[src/utxd_pkg.sv]
// ---------------------------------------------------------------------------
// utxd_pkg: shared types and constants for the UART transmit ring.
// Queue geometry, result codes and pointer helpers.
// ---------------------------------------------------------------------------
package utxd_pkg;

   localparam int QUEUE_DEPTH = 256;
   localparam int MAX_BURST   = 4;

   localparam int PTR_W   = $clog2(QUEUE_DEPTH);
   localparam int SENT_W  = $clog2(QUEUE_DEPTH + 1);
   localparam int BURST_W = (MAX_BURST > 1) ? $clog2(MAX_BURST) : 1;
   localparam int FILL_W  = 8;
   localparam int EXT_W   = PTR_W + FILL_W + 1;

   typedef logic [PTR_W-1:0]   ptr_type;
   typedef logic [SENT_W-1:0]  sent_type;
   typedef logic [BURST_W-1:0] burst_type;

   typedef enum logic [1:0] {
      KIND_ACCEPTED = 2'd0,
      KIND_REJECTED = 2'd1,
      KIND_SENT     = 2'd2,
      KIND_NOTHING  = 2'd3
   } kind_type;

   localparam logic CMD_PUSH  = 1'b0;
   localparam logic CMD_DRAIN = 1'b1;

   // pointer increment with wrap at the queue depth
   function automatic ptr_type ptr_adv(ptr_type p);
      ptr_type r;
      if (p == ptr_type'(QUEUE_DEPTH - 1)) begin
         r = '0;
      end else begin
         r = p + ptr_type'(1);
      end
      return r;
   endfunction

   // bytes queued, modulo depth, low 8 bits
   function automatic logic [FILL_W-1:0] fill_of(ptr_type w, ptr_type r);
      logic [EXT_W-1:0] d;
      if (w >= r) begin
         d = EXT_W'(w) - EXT_W'(r);
      end else begin
         d = EXT_W'(w) + EXT_W'(QUEUE_DEPTH) - EXT_W'(r);
      end
      return d[FILL_W-1:0];
   endfunction

endpackage

[src/utxd_if.sv]
// ---------------------------------------------------------------------------
// utxd_if: valid/ready channels of the UART transmit ring.
// Request channel carries commands, response channel carries results.
// ---------------------------------------------------------------------------
interface utxd_req_if;
   logic       valid;
   logic       ready;
   logic       cmd;
   logic [7:0] data_byte;

   modport source (output valid, output cmd, output data_byte, input ready);
   modport sink   (input valid, input cmd, input data_byte, output ready);
endinterface

interface utxd_rsp_if;
   logic       valid;
   logic       ready;
   logic [1:0] result_kind;
   logic [7:0] tx_byte;
   logic       last;
   logic       queue_reset;
   logic       tx_request;
   logic [7:0] fill_level;

   modport source (output valid, output result_kind, output tx_byte, output last,
                   output queue_reset, output tx_request, output fill_level,
                   input ready);
   modport sink   (input valid, input result_kind, input tx_byte, input last,
                   input queue_reset, input tx_request, input fill_level,
                   output ready);
endinterface

[src/uart_tx_overwrite_ring_drain_unit.sv]
// ---------------------------------------------------------------------------
// uart_tx_overwrite_ring_drain_unit: transmit byte ring for a serial port.
// Pushes queue nonzero bytes (oldest overwritten when full); drains send bursts.
// ---------------------------------------------------------------------------
// Usage:
//   req_ch carries one item per command: cmd=push stores data_byte, cmd=drain
//   asks for up to MAX_BURST queued bytes. rsp_ch returns the results, the
//   final one of each item flagged by last.
//   Push, zero-byte reject and empty drain: one result, loaded into the output
//   register at the accept edge (visible the next cycle).
//   Drain with data: the byte store is read at the accept edge, then one byte
//   per cycle while rsp_ch is ready, paced by the single read port of the
//   store and the read-pointer incrementer.
//   req_ch.ready is high only while the sequencer is idle and the output
//   register is free or being emptied; a stalled receiver holds the current
//   result and freezes the burst.
//   Reset clears pointers, sent counter, request flag and the sequencer. The
//   byte store is not cleared: only bytes between the pointers are ever read,
//   so no clearing pass is needed.
// ---------------------------------------------------------------------------
module uart_tx_overwrite_ring_drain_unit
   import utxd_pkg::*;
(
   input logic       clock,
   input logic       reset,
   utxd_req_if.sink   req_ch,
   utxd_rsp_if.source rsp_ch
);

   typedef enum logic {
      ST_IDLE,
      ST_EMIT
   } state_type;

   state_type state_ff;

   // queue state
   ptr_type   wp_ff;
   ptr_type   rp_ff;
   sent_type  sent_ff;
   logic      flag_ff;
   burst_type burst_ff;

   // byte store, one write and one registered read port
   logic [7:0] mem [QUEUE_DEPTH];
   logic [7:0] rd_data_ff;

   // output register
   logic        rsp_valid_ff;
   kind_type    kind_ff;
   logic [7:0]  tx_byte_ff;
   logic        last_ff;
   logic        qreset_ff;
   logic        txreq_ff;
   logic [7:0]  fill_ff;

   logic     out_free;
   logic     req_ready;
   logic     acc;
   logic     is_push;
   logic     zero_byte;
   logic     empty;
   logic     rsp_load;
   ptr_type  rp_adv;
   ptr_type  wp_adv;
   ptr_type  rp_push;
   sent_type sent_in;
   logic     drain_end;
   logic     burst_last;
   logic     mem_we;
   logic     rd_en;
   ptr_type  rd_addr;

   assign out_free  = !rsp_valid_ff || rsp_ch.ready;
   assign req_ready = (state_ff == ST_IDLE) && out_free;
   assign acc       = req_ch.valid && req_ready;
   assign is_push   = (req_ch.cmd == CMD_PUSH);
   assign zero_byte = (req_ch.data_byte == 8'd0);
   assign empty     = (wp_ff == rp_ff);

   // output register takes a new result this cycle
   assign rsp_load  = (state_ff == ST_EMIT) ? out_free : (acc && (is_push || empty));

   // shared pointer incrementers
   assign rp_adv  = ptr_adv(rp_ff);
   assign wp_adv  = ptr_adv(wp_ff);
   // full queue: writer catches reader, oldest byte dropped
   assign rp_push = (wp_adv == rp_ff) ? rp_adv : rp_ff;

   assign sent_in    = sent_ff + sent_type'(1);
   assign drain_end  = (sent_in == sent_type'(QUEUE_DEPTH)) || (wp_ff == rp_adv);
   assign burst_last = (burst_ff == burst_type'(MAX_BURST - 1));

   assign mem_we  = acc && is_push && !zero_byte;
   // first read at the accept edge, then prefetch the next byte per send
   assign rd_en   = (acc && !is_push && !empty) ||
                    ((state_ff == ST_EMIT) && out_free && !drain_end && !burst_last);
   assign rd_addr = (state_ff == ST_EMIT) ? rp_adv : rp_ff;

   always_ff @(posedge clock) begin
      if (mem_we) begin
         mem[wp_ff] <= req_ch.data_byte;
      end
      if (rd_en) begin
         rd_data_ff <= mem[rd_addr];
      end
   end

   // sequencer, queue state and output register
   always_ff @(posedge clock) begin
      if (reset) begin
         state_ff     <= ST_IDLE;
         wp_ff        <= '0;
         rp_ff        <= '0;
         sent_ff      <= '0;
         flag_ff      <= 1'b0;
         burst_ff     <= '0;
         rsp_valid_ff <= 1'b0;
      end else begin
         if (rsp_load) begin
            rsp_valid_ff <= 1'b1;
         end else if (rsp_ch.ready) begin
            rsp_valid_ff <= 1'b0;
         end
         case (state_ff)
            ST_IDLE: begin
               if (acc) begin
                  tx_byte_ff <= 8'd0;
                  last_ff    <= 1'b1;
                  qreset_ff  <= 1'b0;
                  if (is_push) begin
                     flag_ff      <= 1'b1;
                     txreq_ff     <= 1'b1;
                     if (zero_byte) begin
                        kind_ff <= KIND_REJECTED;
                        fill_ff <= fill_of(wp_ff, rp_ff);
                     end else begin
                        kind_ff <= KIND_ACCEPTED;
                        wp_ff   <= wp_adv;
                        rp_ff   <= rp_push;
                        fill_ff <= fill_of(wp_adv, rp_push);
                     end
                  end else if (empty) begin
                     kind_ff      <= KIND_NOTHING;
                     txreq_ff     <= flag_ff;
                     fill_ff      <= fill_of(wp_ff, rp_ff);
                  end else begin
                     state_ff <= ST_EMIT;
                     burst_ff <= '0;
                  end
               end
            end
            ST_EMIT: begin
               if (out_free) begin
                  kind_ff      <= KIND_SENT;
                  tx_byte_ff   <= rd_data_ff;
                  burst_ff     <= burst_ff + burst_type'(1);
                  if (drain_end) begin
                     // emptied or counter wrapped: whole queue restarts
                     wp_ff     <= '0;
                     rp_ff     <= '0;
                     sent_ff   <= '0;
                     flag_ff   <= 1'b0;
                     last_ff   <= 1'b1;
                     qreset_ff <= 1'b1;
                     txreq_ff  <= 1'b0;
                     fill_ff   <= 8'd0;
                     state_ff  <= ST_IDLE;
                  end else begin
                     rp_ff     <= rp_adv;
                     sent_ff   <= sent_in;
                     last_ff   <= burst_last;
                     qreset_ff <= 1'b0;
                     txreq_ff  <= flag_ff;
                     fill_ff   <= fill_of(wp_ff, rp_adv);
                     if (burst_last) begin
                        state_ff <= ST_IDLE;
                     end
                  end
               end
            end
            default: begin
               state_ff <= ST_IDLE;
            end
         endcase
      end
   end

   assign req_ch.ready       = req_ready;
   assign rsp_ch.valid       = rsp_valid_ff;
   assign rsp_ch.result_kind = kind_ff;
   assign rsp_ch.tx_byte     = tx_byte_ff;
   assign rsp_ch.last        = last_ff;
   assign rsp_ch.queue_reset = qreset_ff;
   assign rsp_ch.tx_request  = txreq_ff;
   assign rsp_ch.fill_level  = fill_ff;

`ifndef SYNTH
   // a drain of a nonempty queue starts a burst
   a_drain_starts: assert property (@(posedge clock) disable iff (reset)
      (acc && !is_push && !empty) |=> (state_ff == ST_EMIT))
      else $error("drain did not start a burst");

   // only sent bytes carry data
   a_byte_zero: assert property (@(posedge clock) disable iff (reset)
      (rsp_valid_ff && kind_ff != KIND_SENT) |-> (tx_byte_ff == 8'd0))
      else $error("nonzero byte on a result that sends nothing");

   // queue restart ends the item with request cleared, fill zero and pointers equal
   a_qreset: assert property (@(posedge clock) disable iff (reset)
      (rsp_valid_ff && qreset_ff) |->
         (last_ff && !txreq_ff && fill_ff == 8'd0 && wp_ff == rp_ff))
      else $error("queue restart result inconsistent");
`endif

endmodule
[src/flat_wrapper.sv]
// flat-port wrapper written by rule: the top's interface ports become plain ports
module uart_tx_overwrite_ring_drain_unit_flat import utxd_pkg::*;
  (clock, reset, req_ch_valid, req_ch_cmd, req_ch_data_byte, req_ch_ready, rsp_ch_valid, rsp_ch_result_kind, rsp_ch_tx_byte, rsp_ch_last, rsp_ch_queue_reset, rsp_ch_tx_request, rsp_ch_fill_level, rsp_ch_ready);
  utxd_req_if req_ch_i ();
  utxd_rsp_if rsp_ch_i ();
  input logic clock;
  input logic reset;
  input wire logic [$bits(req_ch_i.valid)-1:0] req_ch_valid;
  input wire logic [$bits(req_ch_i.cmd)-1:0] req_ch_cmd;
  input wire logic [$bits(req_ch_i.data_byte)-1:0] req_ch_data_byte;
  output wire logic [$bits(req_ch_i.ready)-1:0] req_ch_ready;
  output wire logic [$bits(rsp_ch_i.valid)-1:0] rsp_ch_valid;
  output wire logic [$bits(rsp_ch_i.result_kind)-1:0] rsp_ch_result_kind;
  output wire logic [$bits(rsp_ch_i.tx_byte)-1:0] rsp_ch_tx_byte;
  output wire logic [$bits(rsp_ch_i.last)-1:0] rsp_ch_last;
  output wire logic [$bits(rsp_ch_i.queue_reset)-1:0] rsp_ch_queue_reset;
  output wire logic [$bits(rsp_ch_i.tx_request)-1:0] rsp_ch_tx_request;
  output wire logic [$bits(rsp_ch_i.fill_level)-1:0] rsp_ch_fill_level;
  input wire logic [$bits(rsp_ch_i.ready)-1:0] rsp_ch_ready;
  assign req_ch_i.valid = req_ch_valid;
  assign req_ch_i.cmd = req_ch_cmd;
  assign req_ch_i.data_byte = req_ch_data_byte;
  assign req_ch_ready = req_ch_i.ready;
  assign rsp_ch_valid = rsp_ch_i.valid;
  assign rsp_ch_result_kind = rsp_ch_i.result_kind;
  assign rsp_ch_tx_byte = rsp_ch_i.tx_byte;
  assign rsp_ch_last = rsp_ch_i.last;
  assign rsp_ch_queue_reset = rsp_ch_i.queue_reset;
  assign rsp_ch_tx_request = rsp_ch_i.tx_request;
  assign rsp_ch_fill_level = rsp_ch_i.fill_level;
  assign rsp_ch_i.ready = rsp_ch_ready;
  uart_tx_overwrite_ring_drain_unit u_core (.clock(clock), .reset(reset), .req_ch(req_ch_i), .rsp_ch(rsp_ch_i));
endmodule
[config.mk]
export PLATFORM = sky130hd
export DESIGN_NAME = uart_tx_overwrite_ring_drain_unit_flat
export DESIGN_NICKNAME = d
export VERILOG_FILES = /design/src/utxd_pkg.sv /design/src/utxd_if.sv /design/src/uart_tx_overwrite_ring_drain_unit.sv /design/src/flat_wrapper.sv
export SDC_FILE = /design/constraint.sdc
export NUM_CORES = 2
export LEC_CHECK = 0
export BUFFER_PORTS_ARGS = -buffer_cell sky130_fd_sc_hd__buf_2
export CAP_MARGIN = 20
export CORE_MARGIN = 2
export CORE_UTILIZATION = 40
export CTS_CLUSTER_SIZE = 40
export DETAILED_ROUTE_END_ITERATION = 8
export PLACE_DENSITY = 0.62
export REMOVE_ABC_BUFFERS = 1
export SLEW_MARGIN = 20
export SYNTH_ARGS = -nofsm -noshare
export SYNTH_HDL_FRONTEND = slang
export SYNTH_SLANG_ARGS = --single-unit
[constraint.sdc]
create_clock -name clock -period 5.5 [get_ports clock]
set_input_delay 0.55 -clock clock [delete_from_list [all_inputs] [get_ports clock]]
set_output_delay 0.55 -clock clock [all_outputs]
set_load 0.005 [all_outputs]
==> impl_metrics.py <==
metrics = {
    "timing": {
        "fin_crit_sh_pct": 94.4,
        "final_max_slew_viol_count": 0,
        "timing.fmax_ghz": 0.193,
        "rsz0062_at_grt": "false",
        "finalHoldViolCount": 0,
        "finClkSkew_ns": 0.0413,
        "setup_viol": 0,
        "worst_pin_slew_ns": 1.23,
        "period_minus_slack_ns": 5.19,
        "slew_headroom_pct": 17.4,
    },
    "power_and_ir_drop": {
        "sw_frac_of_total_pct": 23.6,
        "clock_power_share_pct": 39.6,
        "p_int_w": 0.0261,
        "switchingPower_w": 0.00806,
        "seqPwrFrac_pct": 51.8,
        "cellLeakagePower_nw": 31.8,
        "ir_drop_uv": 323,
        "combinationalPowerShare_pct": 8.6,
        "power_density_nw_per_um2": 358,
        "p_total_w": 0.0342,
    },
    "routing": {
        "drtPass1Iterations": 6,
        "vias_per_cell": 5.73,
        "drtAntennaViolNets": 0,
        "first_iter_violations": 7066,
        "wl_per_cell_um": 25.7,
        "drc_errors": 0,
        "vias": 54472,
        "wl_mm": 244,
    },
    "outcome": {
        "status": "finished clean",
    },
    "global_route": {
        "grt_pass1_vias": 51612,
        "grt-ovfl-total": 0,
        "track_usage_pct": 22.1,
        "antenna_found_initial": 7,
        "grt_max_degree": 162,
        "grt_pass1_wl_mm": 355,
    },
    "clocking": {
        "cts-root-buf": "clkbuf_16",
        "cts_tree": "done",
        "ctsHtreeMaxLevel": 4,
        "cts_sinks": 2107,
        "cts_buffers": 207,
        "insertion_delay_ns": 0.86,
        "post_cts_buffers": 0,
        "cts.clk_slew.worst_paths_ns": 0.06,
        "cts_buffer_depth": 3,
    },
    "floorplan": {
        "die_width_um": 465,
        "core_um2": 212000,
        "rows": 169,
        "top_level_ports": 36,
        "start_util_pct": 40.2,
        "dieArea_um2": 216000,
        "die_y_um": 465,
    },
    "placement": {
        "hpwlAfterDp_mm": 149,
        "dp.cells": 9117,
        "place.gp.congestion": 0.941,
        "dpl-instance-area_um2": 89000,
        "port_buffers": 35,
    },
    "logic_synthesis": {
        "synthesis.area_um2": 85000,
        "yosysSeqAreaShare_pct": 74.1,
        "synthTopCellsByArea": "edfxtp_1, nand2_1, nand3_1",
        "synth_edf_count": 2077,
        "yosysTopAreaCellShare_pct": 73.4,
        "synthFlopType": "edfxtp_1",
        "yosysMostFrequentCell": "edfxtp_1",
        "async_flop_share_pct": 0,
        "synth_area_leader_cell": "edfxtp_1",
        "synthCells": 6483,
        "synth.distinct_cells": 74,
        "yosys_warnings": 0,
        "ys_top_cells_by_count": "edfxtp_1, nand2_1, nand3_1",
        "syn_area_per_cell_um2": 13.1,
        "synth_seq_cells": 2107,
    },
    "layout": {
        "drive_above_1_share_pct": 8.54,
        "syn2layout_area_growth_pct": 12.2,
        "final_cell_area_um2": 95400,
        "stdcell_count": 9502,
        "final_nets": 6551,
        "post-route-util_pct": 45.1,
    },
    "setup_path": {
        "start_kind": "flop",
        "path_max_fanout": 47,
        "r2r_slack_ns": 0.31,
        "arrival_ns": 5.77,
        "crit_path_end_kind": "flop",
        "cp.required_ns": 6.07,
        "cp_cell_sequence": "ha_1, and4_1, nand3_2, a211oi_4, buf_12, nand3_1, nand3_1, o21ai_0, nor3_1, a31oi_1, o2111ai_1, o31ai_1",
        "crit_top_cell": "nand3_1",
        "critical-path-max-stage-delay_ns": 0.89,
        "criticalPathCategory": "flop to flop",
        "slowest_stage": "a211oi_4",
    },
    "run": {
        "drv_cap": 0,
    },
    "worst_hold_path": {
        "hold_class": "input port to flop",
    },
}
[layout by cell type (no fill, tap or decap), types with 8 or more instances in the layout]
| master | netlist | final |
|---|---|---|
| clkbuf_16 | 0 | 210 |
| nor2_1 | 327 | 319 |
| clkbuf_1 | 157 | 56 |
| a41o_1 | 8 | 8 |
| buf_12 | 0 | 36 |
| nor2b_1 | 14 | 14 |
| o211ai_1 | 14 | 14 |
| and3_1 | 71 | 71 |
| inv_1 | 21 | 21 |
| inv_6 | 0 | 8 |
| o21ai_0 | 58 | 57 |
| a21oi_1 | 84 | 82 |
| a32oi_1 | 97 | 97 |
| a211oi_1 | 13 | 13 |
| ha_1 | 27 | 27 |
| edfxtp_1 | 2077 | 2077 |
| nand2_1 | 1808 | 1795 |
| mux2i_1 | 111 | 111 |
| buf_2 | 191 | 28 |
| buf_8 | 0 | 8 |
| a31oi_1 | 191 | 191 |
| bufinv_16 | 0 | 13 |
| nand3_1 | 695 | 692 |
| xor2_1 | 8 | 8 |
| a311oi_1 | 21 | 21 |
| clkinv_2 | 1 | 20 |
| buf_4 | 25 | 154 |
| dfxtp_1 | 30 | 29 |
| mux4_2 | 32 | 32 |
| nand4_1 | 173 | 173 |
| nor3_1 | 20 | 20 |
| and2_1 | 13 | 12 |
| nand2_2 | 0 | 12 |
| xnor2_1 | 27 | 27 |
| clkinv_1 | 0 | 61 |
| or4_1 | 8 | 8 |
| a22oi_1 | 13 | 12 |
[per-stage QoR]
step | setup WS [ns] | setup TNS (ns) | hold slack (ns)
2_1_floorplan | -14.72 | -117.13 | 0.438
3_3_place_gp | 0.152 | 0 | 0.456
3_5_place_dp | 0.479 | 0 | 0.481
4_1_cts | 0.441 | 0 | 0.00301
5_1_grt | 0.182 | 0 | 0.0104
6_report | 0.306 | 0 | 0.0489
[registers in the layout, summed over array words and instances, names as in the netlist, 2 cells and up]
signal,flops
u_core.rsp_ch.tx_byte,8
u_core.sent_ff,9
u_core.mem,2048
u_core.rsp_ch.result_kind,2
u_core.rd_data_ff,8
u_core.burst_ff,2
u_core.rp_ff,8
u_core.wp_ff,8
u_core.rsp_ch.fill_level,8
[worst paths after layout]
path	startpoint	cells after the start	to
setup / recovery	u_core.rp_ff[0]$_SDFFE_PP0P_	12	u_core.rd_data_ff[6]$_DFFE_PP_
hold / removal	req_ch_data_byte[4]	1	u_core.mem[41][4]$_DFFE_PP_
setup reg to reg	u_core.rp_ff[0]$_SDFFE_PP0P_	12	u_core.rd_data_ff[6]$_DFFE_PP_
hold reg to reg	u_core.burst_ff[0]$_SDFFE_PP0P_	1	u_core.burst_ff[0]$_SDFFE_PP0P_
[power by group through the flow]
stage	logic [W]	registers, W	clock network (W)
after global routing	0.00318	0.0177	0.0143
after detailed placement	0.00292	0.0181	0
after floorplan	0.00351	0.0180	0
after global placement	0.00289	0.0181	0
final	0.00293	0.0177	0.0135
after CTS	0.00293	0.0177	0.0137
[layout make-up]
type,count,area [µm²]
fill,18553,116000
tap,2821,3530
sequential,2107,63000
antenna,4,10.0
clock buffer,266,5470
multi-input combinational,3941,20300
inverter,22,83.8
timing repair buffer,230,2180
clock inverter,111,915
[logic make-up after synthesis]
group	Yosys count	synth area share (%)
XOR/XNOR	38	0.433
flip-flops	2107	74.1
AND/OR/NAND/NOR	3172	16.1
buffers and inverters	435	2.33
adder cells (fa/ha/maj)	30	0.458
AO/OA/AOI/OAI	558	4.48
multiplexers	143	2.15
[worst max-delay path, delay by kind of cell, from the launching register on]
kind	cells	cell delay, ns
simple gates	5	1.80
compound gates	5	1.74
flops	1	0.52
fa+ha+maj	1	0.46
buf+inv	1	0.34
[layer usage]
layer  track usage (%)  wire (µm)  up-vias
li1                  -          -    24049
met1              30.6      98500    27385
met2              35.5     116000     2660
met3              3.69      21500      376
met4              7.28       8060        2
met5                 0         13        -
[repair_timing]
item / 4_1_cts / 5_1_grt
gates resized for setup: 0 / 0
endpoints found under the hold margin: 21 / 0
hold buffers: 4 / 0
(Power assumes the default switching activity.)
